`src/rtl/frd_pkg.sv`:
```
// Shared types and constants for the fraction reduction core.
package frd_pkg;

  localparam int DATA_WIDTH = 32;
  localparam int CNT_W      = $clog2(DATA_WIDTH);

  localparam logic [CNT_W-1:0]      CNT_LAST = CNT_W'(DATA_WIDTH - 1);
  localparam logic [DATA_WIDTH-2:0] MAXPOS   = {(DATA_WIDTH-1){1'b1}};

  // Input beat
  typedef struct packed {
    logic signed [DATA_WIDTH-1:0] in_numerator;
    logic signed [DATA_WIDTH-1:0] in_denominator;
  } frd_in_t;

  // Output beat
  typedef struct packed {
    logic signed [DATA_WIDTH-1:0] out_numerator;
    logic [DATA_WIDTH-2:0]        out_denominator;
  } frd_out_t;

  // Controller to datapath commands
  typedef struct packed {
    logic load;       // capture input beat
    logic strip;      // drop a common factor of two
    logic reduce;     // one binary gcd step
    logic set_g;      // g = a << k
    logic div_init;   // start the divider
    logic div_sel_d;  // dividend: 0 numerator magnitude, 1 denominator magnitude
    logic div_step;   // one quotient bit
    logic save_qn;    // keep numerator quotient
    logic write_out;  // load output register
  } frd_cmd_t;

  // Datapath to controller status
  typedef struct packed {
    logic nm_zero;
    logic dm_zero;
    logic both_even;
    logic gcd_equal;
    logic div_last;
  } frd_sts_t;

endpackage

```
`src/rtl/fraction_reduce_gcd_core.sv`:
```
// A fraction goes from load through a zero check straight to the output when either part is zero,
// otherwise through factor-of-two stripping, binary gcd steps and two bit-serial divisions (W = 32).
// Throughput: one fraction at a time; the next beat can be taken once out_valid rises, as in_ready
// returns with it; the gcd loop and bit-serial divider set it, and a stalled output holds the core.
// Reset (rst, synchronous, active high) returns the controller to idle and drops out_valid.
// Top level: fraction reduction by greatest common divisor.
module fraction_reduce_gcd_core import frd_pkg::*; (
  input  logic     clk,
  input  logic     rst,
  input  logic     in_valid,
  output logic     in_ready,
  input  frd_in_t  in_data,
  output logic     out_valid,
  input  logic     out_ready,
  output frd_out_t out_data
);

  frd_cmd_t cmd;
  frd_sts_t sts;

  // Sequencer
  frd_ctrl u_ctrl (
    .clk       (clk),
    .rst       (rst),
    .in_valid  (in_valid),
    .in_ready  (in_ready),
    .out_valid (out_valid),
    .out_ready (out_ready),
    .sts       (sts),
    .cmd       (cmd)
  );

  // Arithmetic
  frd_datapath u_dp (
    .clk      (clk),
    .in_data  (in_data),
    .cmd      (cmd),
    .sts      (sts),
    .out_data (out_data)
  );

endmodule

```
`src/rtl/frd_datapath.sv`:
```
// Datapath: magnitudes, binary gcd registers, shared restoring divider, output register.
module frd_datapath import frd_pkg::*; (
  input  logic     clk,
  input  frd_in_t  in_data,
  input  frd_cmd_t cmd,
  output frd_sts_t sts,
  output frd_out_t out_data
);

  logic [DATA_WIDTH-1:0] nm, dm, a, b, g, rem, quo, qn;
  logic [DATA_WIDTH-1:0] n_raw;
  logic [CNT_W-1:0]      k, cnt;
  logic                  neg, nzero, dzero;

  logic [DATA_WIDTH-1:0] mag_n, mag_d, a_minus_b, b_minus_a;
  logic [DATA_WIDTH:0]   rem_sh, diff;
  logic                  a_gt_b;
  frd_out_t              res;

  // Input magnitudes; the most negative value maps to 2^(W-1) exactly
  assign mag_n = in_data.in_numerator[DATA_WIDTH-1] ?
                 (~in_data.in_numerator + 1'b1) : in_data.in_numerator;
  assign mag_d = in_data.in_denominator[DATA_WIDTH-1] ?
                 (~in_data.in_denominator + 1'b1) : in_data.in_denominator;

  // Binary gcd step terms
  assign a_minus_b = a - b;
  assign b_minus_a = b - a;
  assign a_gt_b    = a > b;

  // Divider trial subtract
  assign rem_sh = {rem, quo[DATA_WIDTH-1]};
  assign diff   = rem_sh - {1'b0, g};

  // Result formatting with saturation of out-of-range magnitudes
  always_comb begin
    res = '0;
    if (nzero) begin
      res.out_numerator   = '0;
      res.out_denominator = (DATA_WIDTH-1)'(1);
    end else if (dzero) begin
      res.out_numerator   = n_raw;
      res.out_denominator = '0;
    end else begin
      if (neg) begin
        res.out_numerator = ~qn + 1'b1;
      end else if (qn[DATA_WIDTH-1]) begin
        res.out_numerator = {1'b0, MAXPOS};
      end else begin
        res.out_numerator = qn;
      end
      res.out_denominator = quo[DATA_WIDTH-1] ? MAXPOS : quo[DATA_WIDTH-2:0];
    end
  end

  // Working registers
  always_ff @(posedge clk) begin
    if (cmd.load) begin
      nm    <= mag_n;
      dm    <= mag_d;
      a     <= mag_n;
      b     <= mag_d;
      k     <= '0;
      neg   <= in_data.in_numerator[DATA_WIDTH-1] ^ in_data.in_denominator[DATA_WIDTH-1];
      n_raw <= in_data.in_numerator;
      nzero <= (mag_n == '0);
      dzero <= (mag_d == '0);
    end else if (cmd.strip) begin
      a <= a >> 1;
      b <= b >> 1;
      k <= k + 1'b1;
    end else if (cmd.reduce) begin
      if (!a[0]) begin
        a <= a >> 1;
      end else if (!b[0]) begin
        b <= b >> 1;
      end else if (a_gt_b) begin
        a <= a_minus_b >> 1;
      end else begin
        b <= b_minus_a >> 1;
      end
    end

    if (cmd.set_g) begin
      g <= a << k;
    end

    // Divider: one quotient bit per cycle, dividend shifts out of quo
    if (cmd.div_init) begin
      rem <= '0;
      quo <= cmd.div_sel_d ? dm : nm;
      cnt <= CNT_LAST;
    end else if (cmd.div_step) begin
      cnt <= cnt - 1'b1;
      if (!diff[DATA_WIDTH]) begin
        rem <= diff[DATA_WIDTH-1:0];
        quo <= {quo[DATA_WIDTH-2:0], 1'b1};
      end else begin
        rem <= rem_sh[DATA_WIDTH-1:0];
        quo <= {quo[DATA_WIDTH-2:0], 1'b0};
      end
    end

    if (cmd.save_qn) begin
      qn <= quo;
    end

    if (cmd.write_out) begin
      out_data <= res;
    end
  end

  // Status back to the controller
  assign sts.nm_zero   = nzero;
  assign sts.dm_zero   = dzero;
  assign sts.both_even = !a[0] && !b[0];
  assign sts.gcd_equal = (a == b);
  assign sts.div_last  = (cnt == '0);

endmodule

```
`src/rtl/frd_ctrl.sv`:
```
// Controller: sequences load, gcd, two divisions and the output handshake.
module frd_ctrl import frd_pkg::*; (
  input  logic     clk,
  input  logic     rst,
  input  logic     in_valid,
  output logic     in_ready,
  output logic     out_valid,
  input  logic     out_ready,
  input  frd_sts_t sts,
  output frd_cmd_t cmd
);

  typedef enum logic [2:0] {
    IDLE, CHECK, STRIP, GCD, DIVN, SWAP, DIVD, FINISH
  } state_t;

  state_t state;
  logic   slot_free;

  assign in_ready  = (state == IDLE);
  assign slot_free = !out_valid || out_ready;

  // Command decode
  always_comb begin
    cmd = '0;
    case (state)
      IDLE:   cmd.load = in_valid;
      CHECK:  ;
      STRIP: begin
        if (sts.both_even) begin
          cmd.strip = 1'b1;
        end
      end
      GCD: begin
        if (sts.gcd_equal) begin
          cmd.set_g    = 1'b1;
          cmd.div_init = 1'b1;
        end else begin
          cmd.reduce = 1'b1;
        end
      end
      DIVN:   cmd.div_step = 1'b1;
      SWAP: begin
        cmd.save_qn   = 1'b1;
        cmd.div_init  = 1'b1;
        cmd.div_sel_d = 1'b1;
      end
      DIVD:   cmd.div_step = 1'b1;
      FINISH: cmd.write_out = slot_free;
      default: cmd = '0;
    endcase
  end

  // State and output valid
  always_ff @(posedge clk) begin
    if (rst) begin
      state     <= IDLE;
      out_valid <= 1'b0;
    end else begin
      // Set when a result is written, cleared when the beat is taken
      if (state == FINISH && slot_free) begin
        out_valid <= 1'b1;
      end else if (out_valid && out_ready) begin
        out_valid <= 1'b0;
      end
      case (state)
        IDLE: begin
          if (in_valid) begin
            state <= CHECK;
          end
        end
        CHECK: begin
          if (sts.nm_zero || sts.dm_zero) begin
            state <= FINISH;
          end else begin
            state <= STRIP;
          end
        end
        STRIP: begin
          if (!sts.both_even) begin
            state <= GCD;
          end
        end
        GCD: begin
          if (sts.gcd_equal) begin
            state <= DIVN;
          end
        end
        DIVN: begin
          if (sts.div_last) begin
            state <= SWAP;
          end
        end
        SWAP: state <= DIVD;
        DIVD: begin
          if (sts.div_last) begin
            state <= FINISH;
          end
        end
        FINISH: begin
          if (slot_free) begin
            state <= IDLE;
          end
        end
        default: state <= IDLE;
      endcase
    end
  end

endmodule

```
`config.mk`:
```
export PLATFORM = sky130hd
export DESIGN_NAME = fraction_reduce_gcd_core
export DESIGN_NICKNAME = d
export VERILOG_FILES = /design/src/rtl/frd_pkg.sv /design/src/rtl/fraction_reduce_gcd_core.sv /design/src/rtl/frd_datapath.sv /design/src/rtl/frd_ctrl.sv
export SDC_FILE = /design/constraint.sdc
export NUM_CORES = 1
export LEC_CHECK = 0
export ABC_CLOCK_PERIOD_IN_PS = 9400
export BUFFER_PORTS_ARGS = -buffer_cell sky130_fd_sc_hd__buf_2
export CORE_MARGIN = 2
export CORE_UTILIZATION = 55
export CTS_CLUSTER_DIAMETER = 80
export DETAILED_ROUTE_END_ITERATION = 12
export PLACE_DENSITY = 0.81
export SYNTH_ARGS = -nofsm -noshare
export SYNTH_HDL_FRONTEND = slang
export SYNTH_SLANG_ARGS = --single-unit
```
`constraint.sdc`:
```
create_clock -name clk -period 9.4 [get_ports clk]
set_input_delay 1.41 -clock clk [delete_from_list [all_inputs] [get_ports clk]]
set_output_delay 1.41 -clock clk [all_outputs]
set_load 0.03 [all_outputs]
```
# [Word level (Yosys, flattened, before mapping)]
# Index checks and enable logic that the tools add are counted.
[totals] elab_cells=117 output_inout_bits=65 reg_bits=368 input_bits=68
[classes] magnitude_cmp=1 n_bitwise=4 eq_ne=17 n_shift=1 mux=43 addsub=8 n_reduce_logical=22
[ops] operator="two-way mux 32 bit" count=19
[ops] operator="adder 32 x 1 -> 32 bit, second input constant" count=3
[ops] operator="inverter 32 bit" count=3
[ops] operator="logical NOT 32 bit" count=2
[ops] operator="subtractor 32 bit" count=2
[ops] operator="two-way mux 63 bit" count=1
[ops] operator="two-way mux 31 bit" count=2
[ops] operator="subtractor 33 x 32 -> 33 bit" count=1
[ops] operator="== test 32 bit" count=1
[ops] operator="greater-than comparator 32 bit" count=1
[ops] operator="left shift 32 x 5 -> 32 bit" count=1
[ops] operator="one-hot mux 3 bit (8 select lines)" count=1
[ops] operator="two-way mux 3 bit" count=7
[ops] operator="== test 3 bit, second input constant" count=4
[ops] operator="inequality test 4 bit, second input constant" count=3
[ops] operator="two-way mux 1 bit" count=10
[ops] operator="inequality test 2 bit, second input constant" count=5
[ops] operator="== test 3 x 2 -> 1 bit, second input constant" count=2
[ops] operator="AND reduction 3 bit" count=2
[ops] operator="AND reduction 6 bit" count=1
[ops] operator="nonzero test 3 bit" count=2
[ops] operator="adder 5 x 1 -> 5 bit, second input constant" count=1
[ops] operator="logical NOT 5 bit" count=1
[ops] operator="subtractor 5 x 1 -> 5 bit, second input constant" count=1
[ops] operator="other kinds (12)" count=20

# [Logic depth before layout (Yosys ltp)]
[logic_depth] word_depth=7 mapped_depth=14 mapped_depth_nobuf=12

# [Modules after synthesis]
# From an unflattened synthesis, not the netlist that was laid out.
[unflattened] hier_cells=2463 hier_area_um2=23523.8
[modules_own_cells] module="frd_datapath" cells_each=2421 seq_area_each_um2=10480.1 area_per_inst_um2=23212.3 instances=1
[modules_own_cells] module="frd_ctrl" cells_each=42 seq_area_each_um2=80.1 area_per_inst_um2=311.5 instances=1

# [Worst setup path after synthesis]
# No wires, ideal clock.
[synth_timing] path_type="input -> register" start="input in_valid" end="register u_dp.b[17] (data pin)" path_stages=5 t_required_ns=9.008 n_path_buf=2 setup_ns=0.392 slack_ns=4.069 arrival_time_ns=4.939 path_cell_list="nand2_1 inv_2 clkbuf_1 buf_1 a21oi_1"
[synth_lines] item="start: declaration" line_no="fraction_reduce_gcd_core.sv:10" rtl="input logic in_valid,"
[synth_lines] item="end signal: assignment" line_no="frd_datapath.sv:62" rtl="b <= mag_d;"
[synth_lines] item="end signal: assignment" line_no="frd_datapath.sv:70" rtl="b <= b >> 1;"
[synth_lines] item="end signal: assignment" line_no="frd_datapath.sv:76" rtl="b <= b >> 1;"
[synth_lines] item="end: declaration" line_no="frd_datapath.sv:10" rtl="logic [DATA_WIDTH-1:0] nm, dm, a, b, g, rem, quo, qn;"

# [Worst setup path in the final report]
[layout_timing] start="register u_dp.quo[31]" end="register u_dp.rem[6]"
[layout_between] elab_chain_len=2
[layout_lines] item="start: declaration" line_no="frd_datapath.sv:10"
[layout_lines] item="start signal: assignment" line_no="frd_datapath.sv:91" rtl="quo <= cmd.div_sel_d ? dm : nm;"
[layout_lines] item="start signal: assignment" line_no="frd_datapath.sv:97" rtl="quo <= {quo[DATA_WIDTH-2:0], 1'b1};"
[layout_lines] item="start signal: assignment" line_no="frd_datapath.sv:100" rtl="quo <= {quo[DATA_WIDTH-2:0], 1'b0};"
[layout_lines] item="subtractor 33 x 32 -> 33 bit" line_no="frd_datapath.sv:33" rtl="assign diff = rem_sh - {1'b0, g};"
[layout_lines] item="two-way mux 32 bit" line_no="frd_datapath.sv:95" rtl="if (!diff[DATA_WIDTH]) begin"
[layout_lines] item="end signal: assignment" line_no="frd_datapath.sv:96" rtl="rem <= diff[DATA_WIDTH-1:0];"
[layout_lines] item="end signal: assignment" line_no="frd_datapath.sv:99" rtl="rem <= rem_sh[DATA_WIDTH-1:0];"
[layout_lines] item="end: declaration" line_no="frd_datapath.sv:10"
# No other way between the ends.
# A chain may end at the register's enable or synchronous reset.

==> reports/results.ini <==
[status]
status = finished clean

[timing]
drv_slew = 0
timing.final.ws_setup_ns = 4.72
finalHoldViolCount = 0
setup_viol = 0
setup_tns_ns = 0
timing.hold.ws_ns = 0.497
finClkSkew_ns = 0.0353
max_freq_mhz = 214
worst_slew_pin_slew_ns = 1.15
period_share_pct = 49.7
rsz0062_at_grt = no
min_period_ns = 4.68
max_slew_margin_pct = 22.4

[power_and_ir_drop]
power_mw = 10.0
power.switching_mw = 4.63
pwr-share-seq_pct = 28.8
p_comb_share_pct = 55.7
sw_frac_of_total_pct = 46.4
clkPwrFrac_pct = 15.5
power_density_nw_per_um2 = 385
internal_power_mw = 5.36
peakVddDrop_mv = 0.210
p_leak_nw = 10.1

[final_layout]
final_common_cell = edfxtp_1
layout_common_cells = 321 x edfxtp_1, 258 x nor2_1, 214 x a21oi_1
synthToLayoutAreaGrowth_pct = 9.61
drive_above_1_share_pct = 10.6
fillers = 3580
nets = 2735

[clocking]
cts_tree = built
cts-root-buf = clkbuf_16
clk_pin_slew_ns = 0.06
clockBufferDepth = 3
cts_num_sinks = 367
cts_buffers = 39
clock_latency_ns = 0.58
cts_resized = 0
htreeDepth = 2
post_cts_buffers = 0
hold_buffers = 0

[hold_path]
hold_end = u_dp.rem[16]$_SDFFE_PP0P_
hold_path_class = register to register
hold_depth = 2
hp-start = u_dp.rem[16]$_SDFFE_PP0P_

[die]
num_rows = 76
fp.dieH_um = 211
die_w_um = 211
coreArea_um2 = 42800
die_area_um2 = 44700
boundaryPins = 133
start_util_pct = 55.3

[global_route]
grt.total_usage_pct = 32.4
antenna_found_initial = 1
grt_start_max_net_pins = 96
grt_pass1_wl_um = 111000
grt_pass1_vias = 18900
overflow = 0

[worst_setup_path]
critical_path.max_fanout = 33
r2r_cells = 14
crit_buf_inv = 3
r2r-end = u_dp.rem[6]$_SDFFE_PP0P_
crit_required_ns = 9.81
critPathTopFamily = compound AO/OA/AOI/OAI gates
cp-end-kind = register
crit_slowest_cell = o41ai_1
r2r_setup_slack_ns = 4.72
worstSetupPathType = register to register
arrival_ns = 5.09
cp-start-kind = register
max_stage_delay_ns = 0.62
rr_startpoint = u_dp.quo[31]$_DFFE_PP_
path_cells = buf_4 -> inv_1 -> ha_1 -> fa_1 -> nor2b_1 -> o31a_1 -> o41ai_1 -> o21ai_1 -> a32oi_1 -> a21oi_1 -> nor2_2 -> buf_4 -> mux2i_1 -> a21oi_1

[route]
drt-pass1-iter-count = 6
wirelength_um = 73100
remaining_drc_errors = 0
avgViaCountPerCell = 6.52
antenna_left = 0
dr.first_iter.drc_count = 2926
wl_per_cell_um = 23.3
vias = 20400

[synth]
synthesis.area_um2 = 23700
ys_ff_latch = 367
synth_flop_cell = edfxtp_1
syn_nets = 2683
yosysSeqAreaShare_pct = 44.6
ys_async_sr_fraction_pct = 0
ys_types = 78
netlist_instances = 2506
synth_edf_count = 321
avgSynthCellArea_um2 = 9.45
yosys_warnings = 0

[placed_design]
gp_congestion = 1.00
dp_slack_ns = 4.57
io_buffers = 132
dp_hpwl_um = 55000

[job]
cap_violations = 0

## state kept, by name (all words and copies together), names as in the netlist
register,count
u_dp.cnt,5
u_ctrl.state,3
u_dp.neg,1
u_ctrl.out_valid,1
u_dp.b,32
u_dp.rem,32
u_dp.dzero,1
u_dp.quo,32
u_dp.nm,31
u_dp.a,32
u_dp.qn,32
u_dp.g,32
u_dp.nzero,1
u_dp.k,5
u_dp.dm,32
u_dp.out_data,63
u_dp.n_raw,32
## layer usage
metal | track usage, % | routed length (um) | vias up
met5 | 0 | 0 | -
met4 | 12.4 | 3100 | 0
met3 | 6.04 | 7590 | 195
met2 | 49.6 | 32300 | 1167
met1 | 45.7 | 30100 | 9825
li1 | - | - | 9253
## stage by stage
| stage | cell area, um2 | instances | util, % |
|---|---|---|---|
| after floorplan | 23700 | 2506 | - |
| after global placement | 24700 | 3063 | 57.7 |
| after detailed placement | 24700 | 3063 | 57.7 |
| after CTS | 25900 | 3133 | 60.6 |
| after global routing | 25900 | 3133 | 60.6 |
| final | 25900 | 3135 | 60.6 |
## Yosys cell counts (11+ instances only)
cell type,count,share of area (%)
edfxtp_1,321,41
nor2_1,263,4.2
a21oi_1,214,4.5
nand2_1,205,3.3
inv_1,182,2.9
o21ai_0,163,3.4
clkbuf_1,132,2.1
ha_1,106,5.6
xnor2_1,92,3.4
mux2i_1,89,3.8
xor2_1,55,2.0
a221oi_1,51,1.9
a21o_1,48,1.5
dfxtp_1,46,3.9
nand3_1,44,0.93
nor3_1,37,0.78
or3_1,29,0.77
o31ai_1,26,0.82
a31oi_1,25,0.66
a211oi_1,24,0.76
nand4_1,24,0.63
nand2b_1,23,0.61
nor2b_1,20,0.53
o22ai_1,18,0.48
o21a_1,17,0.54
nor4_1,16,0.42
o211ai_1,15,0.48
and3_1,14,0.37
or4_1,13,0.41
mux4_2,12,1.1
a311oi_1,11,0.41
buf_1,11,0.17
o21bai_1,11,0.35
## power by group through the flow
stage	clock (mW)	sequential, mW	combinational (mW)
floorplan	0	2.72	3.98
global placement	0	2.87	5.31
detailed placement	0	2.88	5.38
CTS	1.56	2.85	5.42
global route	1.62	2.90	6.03
finish	1.55	2.88	5.57
## worst register-to-register path, delay by kind of cell, from the launching register on
kind	cells	cell delay [ns]
AND/OR/NAND/NOR	2	0.60
AO/OA/AOI/OAI	6	2.01
flip-flops	1	0.39
buffers and inverters	3	0.87
multiplexers	1	0.28
adder cells (fa/ha/maj)	2	0.38
## how the worst max path moves through the flow
| stage | from | endpoint | depth (start not counted) |
|---|---|---|---|
| 6_report | u_dp.quo[31]$_DFFE_PP_ | u_dp.rem[6]$_SDFFE_PP0P_ | 14 |
| 3_5_place_dp | in_data[36] | u_dp.nzero$_DFFE_PP_ | 10 |
| 4_1_cts | u_dp.quo[31]$_DFFE_PP_ | u_dp.rem[6]$_SDFFE_PP0P_ | 14 |
| 5_1_grt | u_dp.quo[31]$_DFFE_PP_ | u_dp.rem[6]$_SDFFE_PP0P_ | 14 |
| 2_1_floorplan | in_valid | u_dp.b[17]$_DFFE_PP_ | 5 |
| 3_3_place_gp | in_data[38] | u_dp.nzero$_DFFE_PP_ | 10 |
## cell type report
| class | count | area, um2 | area share [%] |
|---|---|---|---|
| antenna | 2 | 5.00 | 0.0193 |
| inverter | 185 | 699 | 2.70 |
| timing repair buffer | 157 | 848 | 3.27 |
| clock inverter | 20 | 201 | 0.776 |
| clock buffer | 50 | 1060 | 4.08 |
| multi-input combinational | 1808 | 11900 | 45.8 |
| tap | 546 | 683 | 2.63 |
| sequential | 367 | 10600 | 40.7 |
## logic make-up (layout without fill, tap and decap cells)
kind of cell | after synthesis | after routing | synth area share, %
buffers and inverters | 331 | 412 | 5.29
DFF | 367 | 367 | 44.6
muxes | 110 | 110 | 5.33
xor gates and xnor gates | 147 | 147 | 5.44
and+or+nand+nor | 735 | 735 | 14.5
AOI/OAI and AO/OA | 707 | 707 | 19.0
other | 0 | 2 | 0
adders and majority gates | 109 | 109 | 5.86
Note: power is estimated with default switching activity, not from simulation.
